File: src/design/gost94_pkg.sv
// ----------------------------------------------------------------------------
// GOST R 34.11-94 hash package
// Item type, S-box rows, C3 constant and the linear maps of the step function.
// ----------------------------------------------------------------------------
`timescale 1ns / 1ps

package gost94_pkg;

    typedef struct packed {
        logic [63:0] data;
        logic [3:0]  count;
        logic        last;
    } item_t;

    // Nibble j of row i is S-box i applied to value j.
    localparam logic [63:0] SBOX_ROWS [8] = '{
        64'hFB290ECD7318654A,
        64'h8AEC36719BD204F5,
        64'hD8A625B30149ECF7,
        64'h39BD561E82F0C7A4,
        64'h53DFE081A2C9B467,
        64'h3CE8B51A0F9D4267,
        64'hB926F8C3A50714ED,
        64'hC20DE768F4B59A31
    };

    localparam logic [255:0] C3 = {
        64'hFF00FFFF000000FF, 64'hFF0000FF00FFFF00,
        64'h00FF00FF00FF00FF, 64'hFF00FF00FF00FF00
    };

    function automatic logic [31:0] round_f(input logic [31:0] x);
        logic [31:0] r;
        logic [63:0] sb;
        for (int i = 0; i < 8; i++) begin
            sb = SBOX_ROWS[i];
            r[4*i +: 4] = sb[{x[4*i +: 4], 2'b00} +: 4];
        end
        return {r[20:0], r[31:21]};
    endfunction

    function automatic logic [255:0] a_map(input logic [255:0] w);
        return {w[63:0] ^ w[127:64], w[255:192], w[191:128], w[127:64]};
    endfunction

    // output byte i+4k takes input byte 8i+k
    function automatic logic [255:0] p_map(input logic [255:0] w);
        logic [255:0] o;
        for (int i = 0; i < 4; i++) begin
            for (int k = 0; k < 8; k++) begin
                o[8*(i+4*k) +: 8] = w[8*(8*i+k) +: 8];
            end
        end
        return o;
    endfunction

    function automatic logic [255:0] psi(input logic [255:0] y);
        return {y[15:0] ^ y[31:16] ^ y[47:32] ^ y[63:48] ^ y[207:192] ^ y[255:240],
                y[255:16]};
    endfunction

    // key word order: 0..7 three times, then 7..0
    function automatic logic [2:0] key_sel(input logic [4:0] rnd);
        return (rnd[4] & rnd[3]) ? ~rnd[2:0] : rnd[2:0];
    endfunction

endpackage

File: src/design/gost94_fe.sv
// ----------------------------------------------------------------------------
// GOST94 front end
// Accepts chunks, clamps the byte count and queues items for the back end.
// ----------------------------------------------------------------------------
`timescale 1ns / 1ps

module gost94_fe
    import gost94_pkg::*;
#(
    parameter int BYTES_PER_ITEM = 8
) (
    input  logic        aclk,
    input  logic        aresetn,
    input  logic        s_tvalid,
    output logic        s_tready,
    input  logic [63:0] chunk_bytes,
    input  logic [3:0]  byte_count,
    input  logic        end_of_message,
    output logic        item_valid,
    input  logic        item_ready,
    output item_t       item
);

    localparam logic [3:0] MAX_COUNT = 4'(BYTES_PER_ITEM);

    item_t      q_reg [2];
    logic       wr_ptr_reg, rd_ptr_reg;
    logic [1:0] cnt_reg;
    logic       push, pop;
    item_t      in_item;

    assign s_tready   = (cnt_reg != 2'd2);
    assign item_valid = (cnt_reg != 2'd0);
    assign item       = q_reg[rd_ptr_reg];
    assign push       = s_tvalid & s_tready;
    assign pop        = item_valid & item_ready;

    always_comb begin
        in_item.data  = chunk_bytes;
        in_item.count = (byte_count > MAX_COUNT) ? MAX_COUNT : byte_count;
        in_item.last  = end_of_message;
    end

    always_ff @(posedge aclk) begin
        if (push) begin
            q_reg[wr_ptr_reg] <= in_item;
        end
    end

    always_ff @(posedge aclk) begin
        if (!aresetn) begin
            wr_ptr_reg <= 1'b0;
            rd_ptr_reg <= 1'b0;
            cnt_reg    <= 2'd0;
        end else begin
            if (push) wr_ptr_reg <= ~wr_ptr_reg;
            if (pop)  rd_ptr_reg <= ~rd_ptr_reg;
            if (push && !pop)      cnt_reg <= cnt_reg + 2'd1;
            else if (pop && !push) cnt_reg <= cnt_reg - 2'd1;
        end
    end

endmodule

File: config.mk
export PLATFORM = sky130hd
export DESIGN_NAME = gost94_fe
export DESIGN_NICKNAME = d
export VERILOG_FILES = /design/src/design/gost94_pkg.sv /design/src/design/gost94_fe.sv
export SDC_FILE = /design/constraint.sdc
export NUM_CORES = 1
export LEC_CHECK = 0
export ABC_CLOCK_PERIOD_IN_PS = 6400
export BUFFER_PORTS_ARGS = -buffer_cell sky130_fd_sc_hd__buf_2
export CORE_AREA = 3 3 106 108
export DETAILED_ROUTE_END_ITERATION = 8
export DIE_AREA = 0 0 109 111
export MAX_ROUTING_LAYER = met4
export PLACE_DENSITY_LB_ADDON = 0.15
export SYNTH_ARGS = -nofsm -noshare
export SYNTH_HDL_FRONTEND = slang
export SYNTH_SLANG_ARGS = --single-unit
File: constraint.sdc
create_clock -name aclk -period 6.4 [get_ports aclk]
set_clock_uncertainty 0.15 [all_clocks]
set_input_delay 0 -clock aclk [delete_from_list [all_inputs] [get_ports aclk]]
set_output_delay 0 -clock aclk [all_outputs]
set_load 0.1 [all_outputs]
## Yosys cells after proc, flatten, opt, wreduce, memory -nomap -nowiden

Memory sizes are Yosys's and may differ from the RTL's. A register that Yosys moved wholly into a read port is not among the register bits.
Cells that the tools add are included.

| storage, ports and cells | value |
|---|---|
| memories | 1 |
| RAM bits | 138 |
| register bits after elaboration | 4 |
| word-level logic and storage cells | 25 |
| input port bits | 73 |

| operators by class | value |
|---|---|
| mux-type cells | 7 |
| $lt $le $gt $ge | 1 |
| bitwise operators | 4 |
| equal/unequal tests | 1 |
| reduce and logical (&&, ||, !) cells | 6 |
| add/sub/neg operators | 2 |

Memory list:

| memory | words | bits a word | rd ports | clocked after Yosys merged registers in | wr ports | line | text |
|---|---|---|---|---|---|---|---|
| q_reg | 2 | 69 | 1 | 1 | 1 | gost94_fe.sv:26 | `item_t q_reg [2];` |

Operators by type and width:

| operator | count |
|---|---|
| $gt 4x4->1 const B | 1 |
| $mux 1 | 4 |
| $mux 2 | 2 |
| $mux 4 | 1 |
| $reduce_bool 2->1 | 2 |
| $add 2x1->2 const B | 1 |
| $and 1x1->1 | 2 |
| $logic_and 1x1->1 | 2 |
| $logic_not 1->1 | 2 |
| $ne 2x2->1 const B | 1 |
| $not 1->1 | 2 |
| $sub 2x1->2 const B | 1 |

## Logic depth before layout (Yosys ltp)

Gate-level depths: netlist of the first run.

| logic depth | value |
|---|---|
| word-level depth | 6 |
| depth in mapped cells | 6 |
| gate-level depth less buffers | 6 |

## Worst setup path before layout of the first run

OpenSTA, ideal clock, no wires.

| path | value |
|---|---|
| kind | register to register |
| start point | register cnt_reg[0] |
| end point | memory q_reg[1][0] in the netlist's numbering, enable pin |
| data arrival time | 2470 ps |
| required time | 5815 ps |
| setup slack | 3345 ps |
| period minus slack after synthesis | 3055 ps |
| cell stages (with the launch flop) | 3 |
| path through | dfxtp_1 > nand2b_4 > and3_1 |

| between the ends | value |
|---|---|
| longest elaborated chain between the ends | 4 |

RTL lines:

| what | line | text |
|---|---|---|
| start: declaration | gost94_fe.sv:28 | `logic [1:0] cnt_reg;` |
| start signal: assignment | gost94_fe.sv:58 | `if (push && !pop) cnt_reg <= cnt_reg + 2'd1;` |
| start signal: assignment | gost94_fe.sv:59 | `else if (pop && !push) cnt_reg <= cnt_reg - 2'd1;` |
| $ne 2x2->1 | gost94_fe.sv:32 | `assign s_tready = (cnt_reg != 2'd2);` |
| via s_tready | gost94_fe.sv:15 | `output logic s_tready,` |
| $and 1x1->1 | gost94_fe.sv:35 | `assign push = s_tvalid & s_tready;` |
| $mux 1 | gost94_fe.sv:45 | `if (push) begin` |
| $mux 1 (not written as such) | gost94_fe.sv:46 | `q_reg[wr_ptr_reg] <= in_item;` |
| end: declaration | gost94_fe.sv:26 |  |

The timed path passes the listed nets, and every way through them passes these cells.

==> impl_metrics.tcl, run 1 <==
set metrics [dict create \
    hp-class "input port to flop" \
    path_buf_inv 1 \
    diodes 0 \
    drt-pass1-iter-count 4 \
    synth_seq_area_share_pct 80.34 \
    pin_count 144 \
    setup_violations 0 \
    clk_path_buf_depth 2 \
    worstMarginPinSlew_ns 0.9738 \
    synth_top_family_by_area "multiplexers" \
    synthesis.area_um2 5283 \
    core_region_area_um2 10320 \
    wirelength_um 9697 \
    worstSkewPairLatency_ns 0.50 \
    fp.dieH_um 111 \
    ys_ff_latch 143 \
    grt_pass1_wl_um 15440 \
    post_cts_resized 0 \
    utilization_pct 71.99 \
    final_area_um2 7432 \
    port-buffer-count 143 \
    fin_total_pwr_mw 3.785 \
    drtAntennaViolNets 0 \
    postCtsSetupBuffers 0 \
    hold_buffers 73 \
    period_share_pct 37.99 \
    synth-simple-area-share_pct 1.587 \
    grt_pass1_vias 3165 \
    drcViolationCount 0 \
    synthAdderAreaFrac_pct 0.2369 \
    drt_iter0_markers 112 \
    cpPeakStageDelay_ns 1.00 \
    end_kind "output pin" \
    timing.final.hold_violations 0 \
    p_leak_nw 2.845 \
    overflow 0 \
    critPathLaunchType "flop" \
    vias_per_cell 4.772 \
    placed_cell_area_um2 6122 \
    h-tree-depth 4 \
    max-slew-margin-rel_pct 35.08 \
    synth_xor_xnor_area_share_pct 0.4974 \
    die_area_um2 12100 \
    critPathRequiredTime_ns 6.25 \
    numCtsBuffers 17 \
    max_clock_freq_mhz 411.3 \
    area_delta_synth_final_pct 40.69 \
    synth_nets 317 \
    ys_warn_count 0 \
    track_usage_pct 17.63 \
    fin_crit_ns 2.431 \
    clock_tree.root_cell "clkbuf_8" \
    hpwl_um 5731 \
    cts_sinks 143 \
    clkTransAtPathRegs_ns 0.06 \
    fin_tns_setup_ns 0 \
    avgSynthCellArea_um2 21.74 \
    synthMuxAreaShare_pct 15.42 \
    wl_per_cell_um 15.67 \
    largest_reg_flops 138 \
    die_w_um 109 \
    grt_max_degree 70 \
    crit_chain "mux2_2 -> buf_2" \
    crit_arrival_ns 2.28 \
    drive_gt1_share_pct 51.55 \
    cts_tree "built" \
    slew_violations 0 \
    layout.nets 544 \
    synth-compound-area-share_pct 0.6632 \
    cp_max_fo 69 \
    gp_congestion 0.6875 \
    num_vias 2954 \
    cp_top_family "flip-flops" \
    synth.distinct_cells 23 \
    status "completed" \
    antenna_found_initial 0 \
    ir_drop_v 0.0004241 \
    core.rowCount 37 \
    initial_core_util_pct 51.17 \
    crit_type "flop to output pin" \
    cp_slowest_cell "dfxtp_4" \
    whs_ns 0.07037 \
    power.density_nw_per_um2 509.2 \
    timing.max_cap.violations 0 \
    rsz0062_at_grt "no" \
    synthCells 243 \
]
==> through the flow <==
stage	setup slack (ns)	cells
3_3_place_gp	4.064	514
3_5_place_dp	4.016	514
5_1_grt	3.815	619
2_1_floorplan	3.345	243
4_1_cts	3.893	619
6_report	3.969	619
==> per-layer routing <==
| metal | global-route usage (%) | vias up | routed length (um) |
|---|---|---|---|
| li1 | - | 1411 | - |
| met4 | 7.744 | 0 | 184 |
| met1 | 20.25 | 1421 | 3983 |
| met5 | - | - | 0 |
| met2 | 28.71 | 105 | 4953 |
| met3 | 4.892 | 17 | 575 |
==> final timing paths <==
| check | to | cells past startpoint | slack (ns) | from |
|---|---|---|---|---|
| setup reg to reg | q_reg[0][48] | 4 | 4.03 | cnt_reg[0] |
| hold / removal | q_reg[0][62] | 2 | 0.07 | chunk_bytes[57] |
| hold reg to reg | cnt_reg[1] | 2 | 0.41 | cnt_reg[1] |
| setup / recovery | item[41] | 2 | 3.97 | flop |
==> where the power goes <==
group / internal (mW) / total, mW / switching [mW] / leakage (nW)
clock: 0.599 / 0.943 / 0.344 / 0.284
sequential: 1.17 / 1.27 / 0.0936 / 1.33
combinational: 0.328 / 1.57 / 1.25 / 1.23
==> cells in the final DEF, fill, tap and decap left out, types with 3 or more instances in the layout <==
master,instances
dfxtp_1,4
clkinv_2,6
mux2_2,59
and2_1,4
bufinv_16,3
nor2b_1,3
buf_2,143
clkbuf_16,16
mux2_4,10
edfxtp_1,138
dlygate4sd3_1,73
==> cell usage after synthesis <==
library cell | count | area, um^2
xor2_1 | 1 | 8.760
buf_2 | 5 | 25.02
xnor2_1 | 2 | 17.52
nand3b_1 | 1 | 7.510
and3_1 | 1 | 6.260
a21boi_1 | 1 | 7.510
o21ai_1 | 1 | 5.000
ha_1 | 1 | 12.51
a21bo_2 | 1 | 10.01
mux2_4 | 10 | 150.1
nand2b_4 | 1 | 13.76
o21ai_0 | 1 | 5.000
edfxtp_1 | 138 | 4144
and2_1 | 4 | 25.02
dfxtp_1 | 5 | 100.1
a21boi_0 | 1 | 7.510
mux2_2 | 59 | 664.4
or3_1 | 1 | 6.260
or2_2 | 1 | 6.260
clkbuf_1 | 1 | 3.750
nor2b_1 | 3 | 18.77
buf_6 | 3 | 33.78
inv_1 | 1 | 3.750
==> worst register-to-register path: stages, from the launching register on <==
cell and delay [ns]:
dfxtp_1 0.42, nand2b_4 0.19, nand3b_1 0.11, inv_2 0.51, buf_4 0.59
==> cell type report <==
| type | count | area (um^2) |
|---|---|---|
| Sequential cell | 143 | 4248 |
| Multi-Input combinational cell | 90 | 977.2 |
| Inverter | 1 | 3.754 |
| Tap cell | 136 | 170.2 |
| Clock inverter | 12 | 143.9 |
| Fill cell | 650 | 2892 |
| Timing Repair Buffer | 217 | 1454 |
| Clock buffer | 20 | 435.4 |
==> cells by family (layout without fill, tap and decap cells) <==
kind of cell	after synthesis	after routing
flip-flops	143	143
multiplexers	69	69
AND/OR/NAND/NOR	12	12
buffers and inverters	10	250
AO/OA/AOI/OAI	5	5
XOR/XNOR	3	3
adder cells (fa/ha/maj)	1	1
(Power assumes the default switching activity.)
==> run 2: changes to the inputs <==
Settings changed: ABC_AREA set to 1, ABC_CLOCK_PERIOD_IN_PS 6400 to 2250.
Clock period 6.4 ns to 2.25 ns, I/O delays scaled along.
==> impl_metrics.tcl, run 2 <==
set metrics [dict create \
    initial_core_util_pct 51.29 \
    netlist_top_cells_count "edfxtp_1, mux2_2, nor2_1" \
    intPower_mw 6.034 \
    ys_ff_latch 143 \
    cts_sinks 143 \
    synth_edf_count 138 \
    vias_per_cell 4.735 \
    p_seq_share_pct 33.1 \
    grt_max_degree 67 \
    drcViolationCount 0 \
    diodes 0 \
    worstSkewPairLatency_ns 0.51 \
    wirelength_um 10020 \
    clock_tree.root_cell "clkbuf_8" \
    critPathLaunchType "flop" \
    ys_warn_count 0 \
    clkTransAtPathRegs_ns 0.06 \
    h-tree-depth 4 \
    slew_violations 0 \
    cp_max_fo 38 \
    fin_crit_ns 2.156 \
    end_kind "output pin" \
    seq_area_um2 4249 \
    synth.distinct_cells 18 \
    synth_nets 334 \
    layout.nets 563 \
    fp.dieH_um 111 \
    final_common_cell "buf_2" \
    num_vias 3021 \
    track_usage_pct 17.85 \
    placed_cells_incl_taps 534 \
    max-slew-margin-rel_pct 66.18 \
    synth_seq_area_share_pct 80.15 \
    numCtsBuffers 17 \
    largest_reg_flops 138 \
    crit_type "flop to output pin" \
    hpwl_um 5832 \
    hold_start "chunk_bytes[0]" \
    whs_ns 0.05678 \
    die_w_um 109 \
    antenna_found_initial 0 \
    max_clock_freq_mhz 463.8 \
    gp_congestion 0.7445 \
    power.density_nw_per_um2 1406 \
    p_leak_nw 2.915 \
    cts_tree "built" \
    drive_gt1_share_pct 49.60 \
    postCtsSetupBuffers 0 \
    drtAntennaViolNets 0 \
    avgSynthCellArea_um2 20.37 \
    area_delta_synth_final_pct 42.77 \
    clk_path_buf_depth 2 \
    synthCells 260 \
    hp-class "input port to flop" \
    switching_share_pct 43.22 \
    fin_total_pwr_mw 10.63 \
    worstMarginPinSlew_ns 0.5109 \
    drt-pass1-iter-count 4 \
    synth.top_cell.area_share_pct 78.26 \
    core.rowCount 37 \
    critPathRequiredTime_ns 2.10 \
    power_switching_mw 4.593 \
    stdcell_count 638 \
    grt_pass1_vias 3225 \
    combPwrFrac_pct 40.9 \
    final_cell_mix "buf_2, edfxtp_1, dlygate4sd3_1" \
    yosysMostFrequentCell "edfxtp_1" \
    final_area_um2 7560 \
    period_share_pct 95.84 \
    timing.max_cap.violations 0 \
    crit_arrival_ns 2.01 \
    r2r_start "cnt_reg[0]" \
    timing.final.hold_violations 0 \
    async_flop_share_pct 0 \
    synth_area_leaders "edfxtp_1, mux2_2, mux2_4" \
    grt_pass1_wl_um 15610 \
    placed_cell_area_um2 6237 \
    ir_drop_v 0.001226 \
    clockPowerShare_pct 25.9 \
    port-buffer-count 143 \
    wl_per_cell_um 15.71 \
    drt_iter0_markers 120 \
    multi_input_area_um2 994.7 \
    fill_cells 682 \
    overflow 0 \
    synthesis.area_um2 5295 \
    core_region_area_um2 10320 \
    die_area_um2 12100 \
    pin_count 144 \
    fin_tns_setup_ns 0 \
    synth_ff_type "edfxtp_1" \
    synth_top_area_cell "edfxtp_1" \
    status "completed" \
    setup_violations 0 \
]
run 2: per-stage QoR:
stage	util [%]	setup slack, ns
floorplan	-	-0.01760
global placement	60.42	0.6114
detailed placement	60.42	0.5962
CTS	73.12	0.03094
global route	73.23	-0.002342
finish	73.23	0.09367
run 2: kinds of logic after synthesis:
| group | count (synthesis) | synth area share [%] |
|---|---|---|
| mux | 69 | 15.38 |
| compound gates | 5 | 0.5671 |
| flops | 143 | 80.15 |
| simple gates | 23 | 1.701 |
| buf+inv | 19 | 1.961 |
| fa+ha+maj | 1 | 0.2363 |
run 2: final timing paths:
check                       to  slack (ns)  depth (start not counted)
hold reg to reg           flop        0.37                          2
setup / recovery      item[32]        0.09                          3
hold / removal     q_reg[0][5]        0.06                          2
setup reg to reg  q_reg[0][39]        0.61                          5
run 2: layer usage:
metal,global-route usage [%],routed length (um),part of all wire (%),vias up
li1,-,-,-,1470
met1,18.80,4001,40,1444
met2,30.51,5290,53,91
met3,5.533,551,5.5,16
met4,7.660,179,1.8,0
met5,-,0,0,-
run 2: what timing repair did:
item	4_1_cts	5_1_grt
resized for setup	0	2
endpoints found under the setup margin	0	3
hold buffers	72	0
endpoints found under the hold margin	149	0
run 2: power by group through the flow:
stage	sequential (mW)	clock, mW	combinational (mW)
finish	3.52	2.76	4.35
global route	3.55	2.95	4.50
CTS	3.52	2.81	4.37
detailed placement	3.57	0	4.26
global placement	3.55	0	4.24
floorplan	3.51	0	3.71
run 2: worst max-delay path, stage by stage (launching register included):
cell and delay (ns):
dfxtp_4 0.54, buf_16 0.27, mux2_2 0.36, buf_2 0.30
run 2: final cells by class:
class,instances,area share [%]
Clock buffer,18,5.528
Multi-Input combinational cell,98,13.16
Sequential cell,143,56.21
Timing Repair Buffer,219,20.04
Tap cell,136,2.251
Inverter,10,0.5296
Clock inverter,14,2.284
==> run 3: changes to the inputs <==
Settings changed: ABC_AREA 1 to unset, MAX_ROUTING_LAYER met4 to unset.
==> impl_metrics.tcl, run 3 (same netlist as run 1, synthesis figures left out) <==
set metrics [dict create \
    status "completed" \
    p_leak_nw 2.888 \
    grt_pass1_vias 3234 \
    placed_cell_area_um2 6198 \
    cpPeakStageDelay_ns 0.40 \
    period_share_pct 94.11 \
    track_usage_pct 17.52 \
    utilization_pct 73.06 \
    vias_per_cell 4.792 \
    drtAntennaViolNets 0 \
    core_region_area_um2 10320 \
    power.density_nw_per_um2 1459 \
    end_kind "output pin" \
    pin_count 144 \
    wl_per_cell_um 15.82 \
    gp_congestion 0.6901 \
    busiest_layer "met2" \
    cts_tree "built" \
    crit_arrival_ns 1.97 \
    die_w_um 109 \
    die_area_um2 12100 \
    final_cell_mix "buf_2, edfxtp_1, dlygate4sd3_1" \
    drive_gt1_share_pct 51.64 \
    grt_max_degree 42 \
    max_clock_freq_mhz 472.3 \
    setup_violations 0 \
    drt-pass1-iter-count 4 \
    wirelength_um 9871 \
    clkTransAtPathRegs_ns 0.06 \
    cp_max_fo 33 \
    crit_type "flop to output pin" \
    dpl_worst_slack_ns 0.5591 \
    slew_violations 0 \
    grt_pass1_wl_um 15810 \
    grt_use_met1_pct 19.83 \
    num_vias 2990 \
    post_cts_resized 0 \
    core.rowCount 37 \
    hpwl_um 5891 \
    setup_ws_ns 0.1326 \
    initial_core_util_pct 51.17 \
    area_delta_synth_final_pct 42.78 \
    timing.max_cap.violations 0 \
    clock_tree.root_cell "clkbuf_8" \
    overflow 0 \
    port-buffer-count 143 \
    largest_reg_flops 138 \
    timing.final.hold_violations 0 \
    cp_slowest_cell "buf_4" \
    diodes 0 \
    hold_buffers 73 \
    numCtsBuffers 17 \
    fin_tns_setup_ns 0 \
    critPathLaunchType "flop" \
    fp.dieH_um 111 \
    max-slew-margin-rel_pct 66.58 \
    layout.nets 549 \
    drcViolationCount 0 \
    met2_usage_pct 29.77 \
    ir_drop_v 0.001011 \
    fin_crit_ns 2.117 \
    worstSkewPairLatency_ns 0.51 \
    final_area_um2 7542 \
    worstMarginPinSlew_ns 0.5048 \
    final_common_cell "buf_2" \
    critPathRequiredTime_ns 2.10 \
    h-tree-depth 4 \
    rsz0062_at_grt "no" \
    whs_ns 0.05547 \
    clk_path_buf_depth 2 \
    grt_use_met3_pct 5.125 \
    crit_chain "buf_4 -> mux2_2 -> buf_2" \
    drt_iter0_markers 76 \
    postCtsSetupBuffers 0 \
    hp-class "input port to flop" \
    antenna_found_initial 0 \
    cts_sinks 143 \
]
run 3: changes by cell type in the layout (fill, tap and decap cells not counted), moves of 3 or more:
| cell | before | now |
|---|---|---|
| nand2_1 | 8 | 0 |
| nor2b_1 | 0 | 3 |
| buf_4 | 0 | 3 |
| nor2_1 | 9 | 0 |
| and2_1 | 0 | 4 |
| inv_1 | 9 | 0 |
run 3: stage by stage:
| stage | std cells | total power, mW |
|---|---|---|
| after floorplan | 243 | 7.467 |
| after global placement | 519 | 8.086 |
| after detailed placement | 519 | 8.111 |
| after CTS | 624 | 11.10 |
| after global routing | 624 | 11.38 |
| final | 624 | 11.00 |
run 3: final timing paths:
kind,slack (ns),startpoint,end,cells past startpoint
min reg2reg,0.42,cnt_reg[1],cnt_reg[1],2
max reg2reg,0.53,cnt_reg[1],cnt_reg[1],5
max,0.13,flop,item[16],3
min,0.06,chunk_bytes[8],q_reg[1][13],2
run 3: layer usage:
layer	vias up	wire length, um
met2	104	5081
met5	-	0
met1	1448	3893
li1	1420	-
met3	18	662
met4	0	233
run 3: area by class of cell:
cell class,instances,area (um^2)
Clock buffer,17,414.1
Sequential cell,143,4249
Inverter,1,7.507
Multi-Input combinational cell,90,973.4
Tap cell,136,170.2
Fill cell,645,2781
Clock inverter,15,198.9
Timing Repair Buffer,222,1529
run 3: report_power, final:
| group | leakage (nW) | total (mW) | internal [mW] | switching, mW |
|---|---|---|---|---|
| sequential | 1.33 | 3.43 | 3.33 | 0.0971 |
| clock | 0.295 | 2.86 | 1.88 | 0.981 |
| combinational | 1.26 | 4.71 | 0.983 | 3.73 |
| total | 2.89 | 11.0 | 6.20 | 4.80 |
run 3: worst max-delay path, delay by kind of cell, from the launching register on:
kind,cells,cell delay (ns)
buffers and inverters,2,0.69
muxes,1,0.40
DFF,1,0.35
